**config.mk**
```make
export PLATFORM = sky130hd
export DESIGN_NAME = irbf_scan
export DESIGN_NICKNAME = d
export VERILOG_FILES = /design/src/rtl/irbf_pkg.sv /design/src/rtl/irbf_scan.sv
export SDC_FILE = /design/constraint.sdc
export NUM_CORES = 1
export LEC_CHECK = 0
export ABC_AREA = 1
export BUFFER_PORTS_ARGS = -buffer_cell sky130_fd_sc_hd__buf_2
export CAP_MARGIN = 10
export CORE_MARGIN = 2
export CORE_UTILIZATION = 25
export CTS_CLUSTER_SIZE = 8
export DETAILED_ROUTE_END_ITERATION = 7
export GPL_ROUTABILITY_DRIVEN = 1
export HOLD_SLACK_MARGIN = 0.06
export SETUP_SLACK_MARGIN = 0.1
export SKIP_CTS_REPAIR_TIMING = 1
export SLEW_MARGIN = 40
export SYNTH_ARGS = -nofsm -noshare
export SYNTH_HDL_FRONTEND = slang
export SYNTH_SLANG_ARGS = --single-unit
```
**constraint.sdc**
```tcl
create_clock -name clock -period 5.8 [get_ports clock]
set_clock_uncertainty 0.15 [all_clocks]
set_input_delay 0.87 -clock clock [delete_from_list [all_inputs] [get_ports clock]]
set_output_delay 0.87 -clock clock [all_outputs]
set_load 0.02 [all_outputs]
```
**src/rtl/irbf_pkg.sv**
```systemverilog
// Package for the IPv4 range block filter: commands, status codes, slot layout,
// sequencer states and the records passed between the scan unit and the top level.
// No dependencies.
`default_nettype none

package irbf_pkg;

   // Table depth default, handed to the top level parameter
   localparam int unsigned TABLE_ENTRIES_DEF = 64;

   // Field widths
   localparam int unsigned IP_W  = 32;
   localparam int unsigned ID_W  = 16;
   localparam int unsigned CMD_W = 2;
   localparam int unsigned ST_W  = 2;

   // Stream widths (fields packed from bit 0, zero filled to whole bytes)
   localparam int unsigned REQ_TDATA_W = 112;
   localparam int unsigned RSP_TDATA_W = 24;

   typedef enum logic [CMD_W-1:0] {
      CMD_CHECK  = 2'd0,
      CMD_ADD    = 2'd1,
      CMD_UPDATE = 2'd2,
      CMD_REMOVE = 2'd3
   } cmd_type;

   typedef enum logic [ST_W-1:0] {
      ST_OK        = 2'd0,
      ST_ZERO_END  = 2'd1,
      ST_FULL      = 2'd2,
      ST_NOT_FOUND = 2'd3
   } status_type;

   // One table slot as held in the memory
   typedef struct packed {
      logic            valid;
      logic [IP_W-1:0] low;
      logic [IP_W-1:0] high;
      logic [ID_W-1:0] ident;
   } slot_type;

   localparam int unsigned SLOT_W = $bits(slot_type);

   typedef enum logic [1:0] {
      S_CLEAR,
      S_IDLE,
      S_SCAN,
      S_FINISH
   } fsm_type;

   // Sequencer to scan unit
   typedef struct packed {
      logic start;   // new item: clear trackers
      logic rd_vld;  // read data of one slot is on the memory output
   } scan_ctl_type;

   // Scan unit to sequencer
   typedef struct packed {
      logic            any;         // some slot is valid
      logic            found;       // address lies in a stored range
      logic [ID_W-1:0] best_id;     // id of the hit with the lowest low end
      logic            free_found;  // a free slot exists
      logic            id_found;    // a valid slot holds entry_id
   } scan_res_type;

endpackage : irbf_pkg

`default_nettype wire

```
**src/rtl/irbf_scan.sv**
```systemverilog
// Scan unit: walks the slot words coming out of the table memory and keeps the
// trackers for a lookup (best hit), a free slot and an id search. Uses irbf_pkg.
`default_nettype none

module irbf_scan
   import irbf_pkg::*;
#(
   parameter int unsigned TABLE_ENTRIES = TABLE_ENTRIES_DEF,
   parameter int unsigned AW            = $clog2(TABLE_ENTRIES)
) (
   input  wire logic            clock,
   input  wire logic            reset,
   input  wire scan_ctl_type    ctl,
   input  wire logic [AW-1:0]   rd_idx,
   input  wire slot_type        rd_word,
   input  wire logic [IP_W-1:0] address,
   input  wire logic [ID_W-1:0] entry_id,
   output scan_res_type         res,
   output logic      [AW-1:0]   free_idx,
   output logic      [AW-1:0]   id_idx
);

   logic            any_ff,        any_in;
   logic            found_ff,      found_in;
   logic [IP_W-1:0] best_low_ff,   best_low_in;
   logic [ID_W-1:0] best_id_ff,    best_id_in;
   logic            free_found_ff, free_found_in;
   logic [AW-1:0]   free_idx_ff,   free_idx_in;
   logic            id_found_ff,   id_found_in;
   logic [AW-1:0]   id_idx_ff,     id_idx_in;

   logic hit;
   logic better;
   logic id_hit;

   // Per-slot tests
   assign hit    = rd_word.valid && (address >= rd_word.low) && (address <= rd_word.high);
   assign better = !found_ff || (rd_word.low < best_low_ff);
   assign id_hit = rd_word.valid && (rd_word.ident == entry_id);

   // Tracker updates; slots arrive in ascending order, so first match wins ties
   always_comb begin
      any_in        = any_ff;
      found_in      = found_ff;
      best_low_in   = best_low_ff;
      best_id_in    = best_id_ff;
      free_found_in = free_found_ff;
      free_idx_in   = free_idx_ff;
      id_found_in   = id_found_ff;
      id_idx_in     = id_idx_ff;
      if (ctl.start) begin
         any_in        = 1'b0;
         found_in      = 1'b0;
         free_found_in = 1'b0;
         id_found_in   = 1'b0;
      end else if (ctl.rd_vld) begin
         if (rd_word.valid) begin
            any_in = 1'b1;
         end
         if (hit && better) begin
            found_in    = 1'b1;
            best_low_in = rd_word.low;
            best_id_in  = rd_word.ident;
         end
         if (!rd_word.valid && !free_found_ff) begin
            free_found_in = 1'b1;
            free_idx_in   = rd_idx;
         end
         if (id_hit && !id_found_ff) begin
            id_found_in = 1'b1;
            id_idx_in   = rd_idx;
         end
      end
   end

   // Control flags
   always_ff @(posedge clock) begin
      if (reset) begin
         any_ff        <= 1'b0;
         found_ff      <= 1'b0;
         free_found_ff <= 1'b0;
         id_found_ff   <= 1'b0;
      end else begin
         any_ff        <= any_in;
         found_ff      <= found_in;
         free_found_ff <= free_found_in;
         id_found_ff   <= id_found_in;
      end
   end

   // Payload
   always_ff @(posedge clock) begin
      best_low_ff <= best_low_in;
      best_id_ff  <= best_id_in;
      free_idx_ff <= free_idx_in;
      id_idx_ff   <= id_idx_in;
   end

   assign res.any        = any_ff;
   assign res.found      = found_ff;
   assign res.best_id    = best_id_ff;
   assign res.free_found = free_found_ff;
   assign res.id_found   = id_found_ff;
   assign free_idx       = free_idx_ff;
   assign id_idx         = id_idx_ff;

endmodule : irbf_scan

`default_nettype wire

```
After elaboration in Yosys (flattened, before gate mapping)
Index checks and enable logic that the tools add are counted.
{"block": "word_totals", "register_bits": 64, "in_bits": 139}
{"block": "classes", "bitwise_logic": 1, "n_reduce_logical": 19, "n_eq_ne": 1, "order_cmp": 3}
{"cell": ">= comparator 32 bit", "count": 1}
{"cell": "<= comparator 32 bit", "count": 1}
{"cell": "less-than comparator 32 bit", "count": 1}
{"cell": "== test 16 bit", "count": 1}
{"cell": "AND reduction 3 bit", "count": 3}
{"cell": "AND reduction 2 bit", "count": 4}
{"cell": "logical AND 1 bit", "count": 6}
{"cell": "zero test 1 bit", "count": 4}
{"cell": "OR reduction 2 bit", "count": 1}
{"cell": "logical OR 1 bit", "count": 1}
{"cell": "inverter 1 bit", "count": 1}

Depth between registers and ports, before layout
{"block": "logic_depth", "word_depth": 5, "mapped_depth": 15, "ltp_nobuf": 15}

Least setup slack after synthesis
No wires, ideal clock.
{"block": "synth_timing", "kind": "input-to-reg", "from": "input port rd_word[47] (netlist name)", "to": "register best_id_ff[0], enable pin", "arrival_ps": 3865, "setup_time_ps": 454, "slack_ps": 1332, "cell_stages": 10, "path_cell_list": "inv_1 > ha_1 > nand2_1 > nor2_2 > nand2_2 > nor4_4 > nand4_1 > nand2_1 > nand3b_1 > nor2_1"}
{"block": "synth_between", "elab_chain_len": 4}
{"item": "start, declared", "line_no": "irbf_scan.sv:15", "rtl": "input wire slot_type rd_word,"}
{"item": "<= comparator 32 bit", "line_no": "irbf_scan.sv:37", "rtl": "assign hit = rd_word.valid && (address >= rd_word.low) && (address <= rd_word.high);"}
{"item": "logical AND 1 bit", "line_no": "irbf_scan.sv:37"}
{"item": "logical AND 1 bit", "line_no": "irbf_scan.sv:60", "rtl": "if (hit && better) begin"}
{"item": "AND reduction 3 bit (no line)"}
{"item": "end signal, assigned", "line_no": "irbf_scan.sv:94", "rtl": "best_id_ff <= best_id_in;"}
{"item": "end, declared", "line_no": "irbf_scan.sv:26", "rtl": "logic [ID_W-1:0] best_id_ff, best_id_in;"}
No other way between the ends.
A chain may end at the register's enable or synchronous reset.

Final worst setup path
{"block": "layout_timing", "from": "input port address[31]", "to": "register best_low_ff[20], enable pin"}
{"block": "layout_between", "elab_chain_len": 5}
{"item": "start, declared", "line_no": "irbf_scan.sv:16", "rtl": "input wire logic [IP_W-1:0] address,"}
{"item": ">= comparator 32 bit", "line_no": "irbf_scan.sv:37"}
{"item": "logical AND 1 bit", "line_no": "irbf_scan.sv:37"}
{"item": "logical AND 1 bit *", "line_no": "irbf_scan.sv:37"}
{"item": "logical AND 1 bit *", "line_no": "irbf_scan.sv:60"}
{"item": "AND reduction 3 bit (no line) *"}
{"item": "end signal, assigned", "line_no": "irbf_scan.sv:93", "rtl": "best_low_ff <= best_low_in;"}
{"item": "end, declared", "line_no": "irbf_scan.sv:25", "rtl": "logic [IP_W-1:0] best_low_ff, best_low_in;"}
Mark *: on every way between the ends. The rest lies on a longest branch, timed or not.

==> results.toml <==
[status]
status = "complete, no violations"

[setup_path]
r2r-end = "best_low_ff[20]"
cp.required_ps = 5660
crit_type = "input port to register"
critical_path_depth = 12
cpMostUsedCell = "nand2_1"
cp_cell_sequence = "buf_2 > ha_1 > nand2_1 > nor2_2 > nand2_2 > nor4_4 > nand4_1 > nand2_1 > nand3b_1 > nor2_4 > buf_16 > buf_4"
slowest_stage = "nor2_4"
worst-path-max-fanout = 17
crit_family = "simple AND/OR/NAND/NOR gates"
rr_worst_depth = 11
critPathArrivalTime_ps = 3180
r2r_start = "best_low_ff[9]"
start_kind = "input port"
critPathMaxStageDelay_ps = 470
cp-end-kind = "register"
reg2reg_setup_slack_ps = 3100
crit_buf_inv = 3

[logic_synthesis]
ys_seq_elements = 64
synthFlopType = "edfxtp_1"
synth.yosys.seq_area_share_pct = 39.9
synth_cell_types = 28
syn-cell-area_mm2 = 0.00471
synth_edf_count = 60
yosysTopAreaCell = "edfxtp_1"
syn-num-nets = 760
yosys.cell_count.top_type = "inv_1"
syn_area_per_cell_um2 = 8.96
yosys-top-cells-count = "inv_1, ha_1, nand2_1, edfxtp_1, a21oi_1"
yosysWarnings = 0
async_flop_share_pct = 0
synth_top_area_share_pct = 38.2
synth.top_cells.by_area = "edfxtp_1, ha_1, inv_1"
syn-instance-count = 526

[timing]
slew_violations = 0
tns_ps = 0
hold_viol = 0
max_freq_mhz = 301
layout_min_cycle_time_ps = 3320
hold-worst-slack_ps = 326
fin_crit_sh_pct = 57.3
slew_headroom_pct = 61.1
finalSetupViolCount = 0
rsz0062_at_grt = "false"
tightest_slew_ps = 582

[placed_design]
place_inst = 928
placed_cell_area_mm2 = 0.00587
hpwl_um = 10200
place_congestion = 0.818
port_buffers = 170

[cells_and_area]
final_area_mm2 = 0.00615
area_growth_pct = 30.5
nFillCells = 1986
final_cell_count_no_fill = 944
fin_util_pct = 33.1
regArea_mm2 = 0.00188
antenna-diode-count = 0
multi_input_area_mm2 = 0.00232
layout.nets = 939
final_layout_size_suffix_gt1_share_pct = 28.2

[die]
coreArea_mm2 = 0.0186
ios = 171
die_y_um = 141
start_util_pct = 25.4
placementRows = 50
dieArea_mm2 = 0.0200
die_x_um = 141

[pwr]
cellPowerDensity_mw_per_mm2 = 202
p_leak_nw = 3.26
peakVddDrop_mv = 0.100

[routing]
drcViolationCount = 0
firstDrtPassIters = 4
via_per_inst = 4.20
first_iter_violations = 111
vias = 3964
routed_wl_um = 11800
wire_per_inst_um = 12.5
ant_nets = 0

[min_path]
holdCritStartpoint = "any_ff"
worst_hold_path.endpoint = "any_ff"
hold_class = "register to register"
min_path_cells = 2

[flow_run]
cap_violations = 0

[global_route]
grt_max_degree = 18
grt.overflow.total = 0
antenna_found_initial = 0
grt_usage_pct = 12.2
grt_pass1_vias = 3866
grt_pass1_wl_um = 18900

[clock_tree]
htree_levels = 3
root_buffer = "clkbuf_16"
cts_tree = "done"
clockBufferDepth = 2
clkLatencyLatePin_ps = 330
clkTransAtPathRegs_ps = 50
cts_sinks = 64
cts_buffers = 9
logic make-up (layout without fill, tap and decap cells):
| kind of cell | count (synthesis) | in the layout | share of synthesized area [%] |
|---|---|---|---|
| simple gates | 145 | 145 | 13.3 |
| buf+inv | 135 | 319 | 11.1 |
| fa+ha+maj | 95 | 95 | 25.2 |
| compound gates | 83 | 83 | 9.72 |
| flops | 64 | 64 | 39.9 |
| xor+xnor | 4 | 4 | 0.743 |
worst max path at each step:
stage | startpoint | end | slack [ps]
after floorplan | rd_word[47] | best_id_ff[0] | 1330
after global placement | address[31] | best_low_ff[18] | 1830
after detailed placement | address[31] | best_low_ff[18] | 2010
after CTS | address[31] | best_low_ff[20] | 2370
after global routing | address[31] | best_low_ff[21] | 2230
final | address[31] | best_low_ff[20] | 2480
metal layers:
layer / vias up / wire length (µm) / GRT usage, %
li1: 2101 / - / -
met5: - / 0 / 0
met4: 0 / 200 / 4.47
met3: 9 / 690 / 2.19
met2: 114 / 5520 / 20.7
met1: 1740 / 5370 / 15.5
metrics by stage:
step / power [W] / setup WS (ps)
detailed placement: 0.000757 / 2010
global route: 0.00133 / 2230
CTS: 0.00127 / 2370
global placement: 0.000751 / 1830
finish: 0.00124 / 2480
floorplan: 0.000654 / 1330
layout make-up:
class / count / share of cell area (%)
clock inverters: 3 / 0.285
repair buffers: 172 / 14.4
multi-input cells: 327 / 37.7
clock buffers: 13 / 4.23
well taps: 234 / 4.76
inverters: 131 / 7.99
flip-flops and latches: 64 / 30.6
worst register-to-register path, stage by stage, from the launching register on:
cell and delay, ps:
edfxtp_1 350, inv_1 60, ha_1 230, a21oi_1 150, o21ai_0 90, a21oi_1 150, nand2_1 90, nand2_1 60
a21oi_1 90, nor2_4 480, buf_16 230, buf_4 250
state kept, by name (all words and copies together) (netlist names):
register / flops
best_low_ff: 32
free_idx: 6
id_idx: 6
any_ff: 1
free_found_ff: 1
found_ff: 1
best_id_ff: 16
id_found_ff: 1
cells in the final DEF (no fill, tap or decap), types with 2 or more instances in the layout:
cell and count:
xor2_1 3, clkbuf_16 9, clkinv_2 2, nor2_2 3, dfxtp_1 4, o21ai_0 15
inv_1 129, o22ai_1 4, nand3_1 2, clkbuf_1 2, o21a_1 6, clkbuf_8 2
nand4_1 11, o21bai_1 2, a21oi_1 50, nand2_1 94, nor3_1 4, nor2_1 22
inv_2 2, edfxtp_1 60, buf_2 170, a21oi_2 3, nor4_1 2, ha_1 95
nand2_2 2
power breakdown:
group,leakage (nW),internal (W),switching (W),total (W)
Combinational,2.55,0.000100,0.000127,0.000227
Clock,0.136,0.000311,0.000190,0.000502
Sequential,0.575,0.000514,0.00000173,0.000516
Total,3.26,0.000926,0.000319,0.00124
No activity file was read; power rests on OpenSTA's default activity.
