==> config.mk <==
export PLATFORM = sky130hd
export DESIGN_NAME = irbf_ram
export DESIGN_NICKNAME = d
export VERILOG_FILES = /design/src/rtl/irbf_ram.sv
export SDC_FILE = /design/constraint.sdc
export NUM_CORES = 1
export LEC_CHECK = 0
export BUFFER_PORTS_ARGS = -buffer_cell sky130_fd_sc_hd__buf_4
export CAP_MARGIN = 0
export CORE_UTILIZATION = 40
export CTS_BUF_LIST = sky130_fd_sc_hd__clkbuf_4 sky130_fd_sc_hd__clkbuf_8
export DETAILED_ROUTE_END_ITERATION = 7
export GPL_ROUTABILITY_DRIVEN = 1
export PLACE_DENSITY = 0.56
export SYNTH_ARGS = -nofsm -noshare
export SYNTH_HDL_FRONTEND = slang
export SYNTH_SLANG_ARGS = --single-unit
==> constraint.sdc <==
create_clock -name clock -period 2.3 [get_ports clock]
set_input_delay 0.23 -clock clock [delete_from_list [all_inputs] [get_ports clock]]
set_output_delay 0.23 -clock clock [all_outputs]
set_load 0.02 [all_outputs]
==> src/rtl/irbf_ram.sv <==
// Generic single-write, single-read synchronous RAM with registered read data.
// Holds the slot table. No dependencies.
`default_nettype none

module irbf_ram #(
   parameter int unsigned WIDTH = 8,
   parameter int unsigned DEPTH = 64,
   parameter int unsigned AW    = (DEPTH > 1) ? $clog2(DEPTH) : 1
) (
   input  wire logic             clock,
   input  wire logic             wr_en,
   input  wire logic [AW-1:0]    wr_addr,
   input  wire logic [WIDTH-1:0] wr_data,
   input  wire logic             rd_en,
   input  wire logic [AW-1:0]    rd_addr,
   output logic      [WIDTH-1:0] rd_data
);

   logic [WIDTH-1:0] mem_ff [DEPTH];

   always_ff @(posedge clock) begin
      if (wr_en) begin
         mem_ff[wr_addr] <= wr_data;
      end
      if (rd_en) begin
         rd_data <= mem_ff[rd_addr];
      end
   end

endmodule : irbf_ram

`default_nettype wire

# ---- After elaboration in Yosys (flattened, before gate mapping)
# Memory sizes are Yosys's and may differ from the RTL's. A register that Yosys moved wholly into a read port is not among the register bits.
# Index checks and enable logic that the tools add are counted.
# Widths: inputs -> output; s select.
dict set report totals {
  out_inout_bits 8
  rom_bits 0
  inputBits 23
  ff_bits 0
  word_cells 3
  ram_bits 512
  mem_count 1
  latch_bits 0
}
dict set report classes {
  bitwise_logic 0
  n_mux 2
  n_reduce_logical 0
  eq_ne 0
  addsub 0
  div_mod_pow 0
  n_shift 0
  n_mul 0
  magnitude_cmp 0
}
# memory depth word_bits rd rd_clocked_by_memory_dff wr line
set memory_table {}
lappend memory_table {mem_ff 64 8 1 1 1 19} ;# logic [WIDTH-1:0] mem_ff [DEPTH];
# operator n
set ops {}
lappend ops {{$mux 1} 2}

# ---- Logic depth before layout (Yosys ltp)
# Gate-level depths: netlist (run 1).
dict set report logic_depth {
  word_depth 2
  mapped_depth 9
  mapped_depth_nobuf 5
}

# ---- Worst setup path after synthesis (run 1)
# No wires, ideal clock.
dict set report synth_timing {
  path_kind {input-to-reg}
  start {input rd_addr[1]}
  end {register rd_data[3], read port of mem_ff (data pin)}
  required_ns 2.034
  arrival_ns 1.770
  setup_time_ns 0.266
  n_path_buf 3
  path_slack_ns 0.264
  path_stages 7
  path_cell_list {buf_4 -> buf_2 -> buf_2 -> mux4_2 -> mux4_2 -> o21ai_1 -> o41ai_1}
}
# element line
set synth_rtl {}
lappend synth_rtl {{from (decl)} 15} ;# input wire logic [AW-1:0] rd_addr,
lappend synth_rtl {{to (decl)} 16} ;# output logic [WIDTH-1:0] rd_data

==> flow_summary.yaml, run 1 <==
route:
  top_layer_used: "met5"
  met1_length_um: 20900
  route.met2.wl_um: 22600
  wl_met3_um: 2970
  finalWirelength_um: 47500
  viasPerCell: 5.36
  first_pass_iters: 5
  drt_iter0_drc: 876
  num_vias: 9988
  drcViolationCount: 0
  ant_nets: 0
  wire_per_inst_um: 25.5
clock_tree:
  cts_tree: "built"
  postCtsSetupBuffers: 0
  cts_num_sinks: 520
  cts_inserted_buffers: 83
  path_clk_slew_ps: 60
  h-tree-depth: 3
  clock_latency_ps: 640
  cts_root_buffer: "clkbuf_8"
  clk_path_buf_depth: 3
synth:
  syn_inst: 940
  synth_top_area_cell: "edfxtp_1"
  synthFlopType: "edfxtp_1"
  syn-cell-area_um2: 20200
  synth_top_area_share_pct: 77.1
  ys_seq_area_share_pct: 77.1
  synth_area_leaders: "edfxtp_1 77%, mux4_2 14%, nor2_1 1.5%"
  synth.distinct_cells: 39
  yosys_warnings: 0
  synth-edff-count: 520
  ys_ff_latch: 520
  avgSynthCellArea_um2: 21.5
  synth_nets: 963
  async_flop_share_pct: 0
floorplan:
  start_util_pct: 40.4
  fp.dieH_um: 227
  chipWidth_um: 227
  rows: 82
  die-area_um2: 51500
  core_um2: 50100
  io_pins: 31
flow_run:
  maxCapViolCount: 0
grt:
  grt_pass1_vias: 10400
  gr-usage-all-layers_pct: 19.4
  grt_first_pass_wirelength_um: 70600
  antenna_found_initial: 2
  gr-total-overflow: 0
  grt_max_degree: 65
hold_path:
  holdPathEnd: "rd_data[0]$_DFFE_PP_"
  min_from: "rd_addr[5]"
  holdCritPathClass: "in -> reg"
  min_delay_path_depth: 3
sta:
  fin_crit_sh_pct: 91.7
  setup_viol: 0
  max_freq_mhz: 474
  fin_skew_ps: 25.6
  grt_setup_unrepaired: "false"
  maxSlewViolCount: 0
  hold_viol_final: 0
  worst_slack_ps: 191
  period_needed_ps: 2110
  tightest_slew_ps: 747
  max_slew_margin_pct: 50.2
worst_setup_path:
  r2r_slack_ps: 190
  endpoint_kind: "flop"
  rr_worst_depth: 5
  r2r_start: "mem_ff[29][4]$_DFFE_PP_"
  worstSetupStartpointType: "flop"
  critPathRequiredTime_ps: 2670
  worst_r2r_endpoint: "rd_data[4]$_DFFE_PP_"
  worst-path-max-fanout: 1
  criticalPathCategory: "reg -> reg"
  cp.arrival_ps: 2480
place:
  dpl.hpwl_um: 29900
  dp_slack_ps: -370
  routabilityCongestion: 0.809
  io_buffers: 30
final_layout:
  ff_latch_area_um2: 15600
  mostFrequentLayoutCells: "520 x edfxtp_1, 145 x buf_4, 126 x mux4_2, 86 x clkbuf_8, 83 x nor2_1"
  layout.nets: 1157
  multiInputGateArea_um2: 4320
  drive_above_1_share_pct: 35.8
  syn_to_final_growth_pct: 16.9
  final_common_cell: "edfxtp_1"
  fill_cells: 4298
pwr:
  p_total_w: 0.0190
  peakVddDrop_v: 0.000352
  power_density_nw_per_um2: 802
  p_leak_nw: 7.64
run_status:
  status: "finished clean"
[worst max-delay path by stage]
stage / startpoint / endpoint / slack [ps] / cells past startpoint
after floorplan: rd_addr[1] / rd_data[3]$_DFFE_PP_ / 260 / 7
after global placement: rd_addr[0] / rd_data[2]$_DFFE_PP_ / -400 / 9
after detailed placement: rd_addr[0] / rd_data[2]$_DFFE_PP_ / -370 / 9
after CTS: mem_ff[29][4]$_DFFE_PP_ / rd_data[4]$_DFFE_PP_ / 180 / 5
after global routing: mem_ff[7][1]$_DFFE_PP_ / rd_data[1]$_DFFE_PP_ / 110 / 5
final: mem_ff[29][4]$_DFFE_PP_ / rd_data[4]$_DFFE_PP_ / 190 / 5
[registers in the layout, indices dropped and copies added (netlist names)]
signal   cells
mem_ff     512
rd_data      8
[what timing repair did]
action | in CTS | in global routing
hold buffers | 1 | 0
endpoints found under the setup margin | 0 | 0
endpoints found under the hold margin | 8 | 0
resized for setup | 0 | 0
[synth_stat cells (4+ instances only)]
| cell | number |
|---|---|
| edfxtp_1 | 520 |
| mux4_2 | 126 |
| nor2_1 | 83 |
| mux2i_1 | 23 |
| nand2_1 | 19 |
| clkbuf_1 | 17 |
| nor2b_1 | 14 |
| buf_4 | 13 |
| mux2_2 | 13 |
| nand3_1 | 13 |
| buf_2 | 11 |
| o221ai_1 | 8 |
| o22ai_1 | 8 |
| nand2b_1 | 7 |
| nor3_1 | 7 |
| a221oi_1 | 6 |
| a211oi_1 | 4 |
| buf_1 | 4 |
| buf_6 | 4 |
[critical path, cell delays in order (launching register included)]
cell and delay (ps):
edfxtp_1 360, mux4_2 460, mux2_2 270, o221a_2 270
nor3_1 330, o32ai_1 150
[per-layer routing]
layer	global-route usage, %	vias to the layer above
li1	-	4321
met1	27.1	5280
met2	30.3	313
met3	4.22	72
met4	6.60	2
met5	0	-
[metrics by stage]
stage / area, um2 / instances / setup TNS, ps / hold slack, ps / utilization [%]
2_1_floorplan: 20200 / 940 / 0 / 329 / -
3_3_place_gp: 22100 / 1720 / -1410 / 593 / 44.2
3_5_place_dp: 22100 / 1720 / -1430 / 594 / 44.2
4_1_cts: 23700 / 1863 / 0 / 55.7 / 47.3
5_1_grt: 23700 / 1864 / 0 / 92.1 / 47.3
6_report: 23700 / 1864 / 0 / 119 / 47.3
[cells by family (layout without fill, tap and decap cells)]
| kind of cell | after synthesis | count (layout) | share of synthesized area [%] |
|---|---|---|---|
| simple gates | 153 | 153 | 3.37 |
| buf+inv | 51 | 302 | 1.56 |
| flops | 520 | 520 | 77.1 |
| mux | 162 | 162 | 15.9 |
| compound gates | 54 | 54 | 2.06 |
| other cells | 0 | 1 | 0 |
[area by class of cell]
type                            count  share of cell area, %
Antenna cell                        1                 0.0106
Clock buffer                      114                   5.86
Clock inverter                     28                  0.566
Multi-Input combinational cell    369                   18.2
Sequential cell                   520                   66.0
Tap cell                          672                   3.55
Timing Repair Buffer              160                   5.80
[power by group]
group          switching (W)  internal (W)
clock                0.00347       0.00388
combinational       0.000633      0.000443
sequential         0.0000288        0.0105
total                0.00413        0.0148
(Power assumes the default switching activity.)
==> run 2: changes to the inputs <==
- clock period: 2.3 -> 2.55 ns (I/O delays scaled with it)
==> run 2 against run 1 <==
Die area stayed put. Clock power fell by 3.8%. Critical path depth unchanged. Critical path type unchanged.
==> flow_summary.yaml, run 2 (same netlist as run 1, synthesis figures left out) <==
pwr:
  swShare_pct: 21.4
  pwr-share-seq_pct: 54.3
  switchingPower_w: 0.00375
  p_int_w: 0.0138
  power_density_nw_per_um2: 744
  peakVddDrop_v: 0.000306
  p_leak_nw: 7.55
  pwr-share-clk_pct: 40.4
  p_total_w: 0.0175
  pwr-share-comb_pct: 5.3
clock_tree:
  cts_root_buffer: "clkbuf_8"
  cts_num_sinks: 520
  cts_resized: 0
  clock_latency_ps: 640
  cts_inserted_buffers: 82
  clk_path_buf_depth: 3
  cts_tree: "built"
  path_clk_slew_ps: 60
  h-tree-depth: 3
floorplan:
  rows: 82
  chipWidth_um: 227
  die-area_um2: 51500
  core_um2: 50100
  io_pins: 31
  fp.dieH_um: 227
  start_util_pct: 40.4
route:
  finalWirelength_um: 47100
  drt_iter0_drc: 892
  ant_nets: 0
  first_pass_iters: 4
  num_vias: 9913
  wire_per_inst_um: 25.6
  drcViolationCount: 0
  viasPerCell: 5.39
final_layout:
  ff_latch_area_um2: 15600
  final_common_cell: "edfxtp_1"
  stdcell_count: 1838
  largest-register: "mem_ff"
  syn_to_final_growth_pct: 16.2
  multiInputGateArea_um2: 4320
  reg_top3: "mem_ff: 512 flops, rd_data: 8 flops"
  drive_above_1_share_pct: 34.3
  largest_reg_flops: 512
  mostFrequentLayoutCells: "520 x edfxtp_1, 126 x mux4_2, 126 x buf_4, 88 x clkbuf_8, 83 x nor2_1"
  layout.nets: 1132
  fill_cells: 4329
worst_setup_path:
  cp_common_cell: "mux4_2"
  crit_chain: "mux4_2, mux4_2, nor2_1, nor3_1, o2bb2ai_1"
  worstSetupStartpointType: "flop"
  critPathRequiredTime_ps: 2930
  worst_path_max_delay_cell: "mux4_2"
  cp.arrival_ps: 2500
  r2r_slack_ps: 430
  cp_top_family: "multiplexers"
  criticalPathCategory: "reg -> reg"
  worst-path-max-fanout: 1
  endpoint_kind: "flop"
  path_buf_inv: 0
  cpPeakStageDelay_ps: 550
place:
  io_buffers: 30
  routabilityCongestion: 0.783
  dpl.hpwl_um: 29200
  dp_cells: 1696
grt:
  gr-total-overflow: 0
  grt_pass1_vias: 10300
  gr-usage-all-layers_pct: 19.1
  antenna_found_initial: 1
  grt_max_degree: 65
  grt_first_pass_wirelength_um: 69200
sta:
  hold_viol_final: 0
  max_slew_margin_pct: 46.3
  grt_setup_unrepaired: "false"
  setup_viol: 0
  holdWs_ps: 144
  period_needed_ps: 2120
  fin_skew_ps: 24.5
  max_freq_mhz: 472
  maxSlewViolCount: 0
  fin_crit_sh_pct: 83.1
  tns_ps: 0
  tightest_slew_ps: 805
hold_path:
  holdCritPathClass: "in -> reg"
flow_run:
  maxCapViolCount: 0
run_status:
  status: "finished clean"
-- run 2: timing repair --
| item | CTS | global route |
|---|---|---|
| endpoints found under the hold margin | 8 | 0 |
| setup buffers | 0 | 0 |
| hold buffers | 1 | 0 |
-- run 2: metal layers --
layer	track usage, %	share of wire, %	vias to the layer above
met5	0	0	-
met4	6.91	2.4	0
met3	3.24	4.8	68
met2	29.8	48	286
met1	27.0	45	5279
li1	-	-	4280
-- run 2: layout make-up --
cell class | instances | area share (%)
Tap cell | 672 | 3.57
Timing Repair Buffer | 136 | 4.80
Sequential cell | 520 | 66.4
Antenna cell | 1 | 0.0106
Clock buffer | 105 | 5.67
Clock inverter | 35 | 1.21
Multi-Input combinational cell | 369 | 18.3
-- run 2: worst register-to-register path, stage by stage (launching register included) --
cell       delay, ps
edfxtp_1         360
mux4_2           520
mux4_2           550
nor2_1           240
nor3_1            80
o2bb2ai_1        130
-- run 2: per-stage QoR --
step                area [um2]  setup WS, ps  util [%]
floorplan                20200           489         -
global placement         21900          -206      43.7
detailed placement       21900          -199      43.7
CTS                      23500           421      47.0
global route             23500           324      47.0
finish                   23500           432      47.0
-- run 2: final timing paths --
path | start | end | cells past startpoint
worst max-delay path | mem_ff[7][2]$_DFFE_PP_ | rd_data[2]$_DFFE_PP_ | 5
worst min register to register | mem_ff[31][4]$_DFFE_PP_ | rd_data[4]$_DFFE_PP_ | 3
worst max register to register | mem_ff[7][2]$_DFFE_PP_ | rd_data[2]$_DFFE_PP_ | 5
worst min-delay path | rd_addr[5] | rd_data[2]$_DFFE_PP_ | 3
-- run 2: power by group through the flow --
stage / clock network (W) / registers [W] / logic [W]
finish: 0.00707 / 0.00950 / 0.000935
global route: 0.00758 / 0.00950 / 0.00100
CTS: 0.00723 / 0.00950 / 0.000957
detailed placement: 0 / 0.00968 / 0.000954
global placement: 0 / 0.00968 / 0.000942
floorplan: 0 / 0.00969 / 0.000504
==> run 3: changes to the inputs <==
- PLACE_DENSITY: 0.56 -> 0.58
- clock period: 2.55 -> 1.8 ns (I/O delays scaled with it)
==> run 3 against run 2 <==
The flow now finishes with violations (negative setup slack). Setup slack got worse by 570 ps. Critical path depth did not move. Core utilization rose by 1.4 points. Clock skew rose by 4.3 ps. Design area rose by 2.9%. Largest cell class unchanged. Die area did not move. Clock power rose by 39%.
==> flow_summary.yaml, run 3 (same netlist as run 1, synthesis figures left out) <==
sta:
  maxSlewViolCount: 0
  holdWs_ps: 92.6
  max_slew_margin_pct: 51.2
  hold_viol_final: 0
  tightest_slew_ps: 732
  grt_setup_unrepaired: "true"
  fin_skew_ps: 28.9
  worst_slack_ps: -142
  fin_crit_sh_pct: 108
  setup_viol: 8
  period_needed_ps: 1940
  max_freq_mhz: 515
clock_tree:
  path_clk_slew_ps: 60
  cts_root_buffer: "clkbuf_8"
  clk_path_buf_depth: 3
  h-tree-depth: 3
  cts_num_sinks: 520
  postCtsSetupBuffers: 0
  cts_tree: "built"
  cts_inserted_buffers: 82
  clock_latency_ps: 650
route:
  first_pass_iters: 5
  viasPerCell: 5.31
  finalWirelength_um: 46600
  drt_iter0_drc: 806
  wire_per_inst_um: 24.3
  drcViolationCount: 0
  num_vias: 10200
  ant_nets: 0
floorplan:
  io_pins: 31
  chipWidth_um: 227
  fp.dieH_um: 227
  die-area_um2: 51500
  rows: 82
  core_um2: 50100
  start_util_pct: 40.4
worst_setup_path:
  worstSetupStartpointType: "flop"
  rr_worst_depth: 5
  criticalPathCategory: "reg -> reg"
  endpoint_kind: "flop"
  worst-path-max-fanout: 1
  cp.arrival_ps: 2330
  critPathRequiredTime_ps: 2190
pwr:
  p_int_w: 0.0194
  p_total_w: 0.0248
  switchingPower_w: 0.00540
  p_leak_nw: 7.92
  pwr-share-seq_pct: 54.4
  power_density_nw_per_um2: 1020
  swShare_pct: 21.8
  pwr-share-clk_pct: 39.6
  pwr-share-comb_pct: 6.0
  peakVddDrop_v: 0.000422
final_layout:
  syn_to_final_growth_pct: 19.6
  mostFrequentLayoutCells: "520 x edfxtp_1, 186 x buf_4, 126 x mux4_2, 84 x clkbuf_8, 80 x nor2_1"
  largest-register: "mem_ff"
  final_area_um2: 24200
  drive_above_1_share_pct: 38.6
  largest_reg_flops: 512
  layout.nets: 1200
  reg_top3: "mem_ff: 512 flops, rd_data: 8 flops"
  final_common_cell: "edfxtp_1"
hold_path:
  holdCritPathClass: "in -> reg"
  min_delay_path_depth: 1
grt:
  grt_first_pass_wirelength_um: 68600
  gr-usage-all-layers_pct: 18.8
  grtUsageMet2_pct: 29.5
  busiest_layer: "met2"
  grt_max_degree: 65
  use_met3_pct: 3.96
  gr-total-overflow: 0
  grt_pass1_vias: 10500
  antenna_found_initial: 1
  gr-usage-met1_pct: 26.0
place:
  io_buffers: 30
  dpl.hpwl_um: 30200
  routabilityCongestion: 0.849
  dpl-instance-area_um2: 22400
run_status:
  status: "finished, violations left"
  violations: "negative setup slack"
flow_run:
  maxCapViolCount: 0
==> run 3: changes by cell type in the layout (fill, tap and decap cells not counted), sizes merged <==
cell and change:
clkinv +7, clkbuf -3, buf +65, bufinv -1, dlygate4sd3 +3, clkinvlp +3, inv +2
==> run 3: layout make-up <==
| type | instances | area, um2 |
|---|---|---|
| clock buffer | 102 | 1280 |
| fill | 4102 | 25900 |
| clock inverter | 46 | 320 |
| timing repair buffer | 204 | 1710 |
| tap | 672 | 841 |
| antenna | 1 | 2.50 |
| sequential | 520 | 15600 |
| multi-input combinational | 369 | 4440 |
==> run 3: what timing repair did <==
action / 4_1_cts / 5_1_grt
endpoints found under the hold margin: 65 / 0
resized for setup: 21 / 3
hold buffers: 4 / 0
pin swaps: 4 / 0
endpoints found under the setup margin: 8 / 8
==> run 3: worst max-delay path: stages (launching register included) <==
cell,delay (ps)
edfxtp_1,370
mux4_2,490
mux2i_1,250
o2111ai_1,310
nand2_1,190
o2bb2ai_1,80
==> run 3: layer usage <==
metal	wire [um]	vias to the layer above	share of wire, %
li1	-	4445	-
met1	20400	5346	44
met2	22200	293	48
met3	2590	79	5.6
met4	1280	2	2.7
met5	13	-	0.028
==> run 3: metrics by stage <==
step                      TNS [ps]  util (%)  setup WS (ps)  instances
final                         -806      48.4           -142       1914
after global routing         -1190      48.4           -196       1913
after CTS                     -879      48.3           -147       1913
after detailed placement     -8340      44.8           -717       1761
after global placement       -7790      44.8           -721       1761
after floorplan               -481         -          -65.3        940
==> run 3: worst paths after layout <==
kind,end,startpoint,slack (ps)
worst max-delay path,rd_data[0]$_DFFE_PP_,mem_ff[59][0]$_DFFE_PP_,-140
worst min-delay path,mem_ff[16][3]$_DFFE_PP_,wr_data[3],90
worst max register to register,rd_data[0]$_DFFE_PP_,mem_ff[59][0]$_DFFE_PP_,-140
worst min register to register,rd_data[7]$_DFFE_PP_,mem_ff[6][7]$_DFFE_PP_,940
==> run 3: power groups by stage <==
stage	clock [W]	combinational [W]	sequential [W]
2_1_floorplan	0	0.000724	0.0137
3_3_place_gp	0	0.00144	0.0137
3_5_place_dp	0	0.00145	0.0137
4_1_cts	0.0101	0.00150	0.0135
5_1_grt	0.0106	0.00158	0.0135
6_report	0.00981	0.00148	0.0135
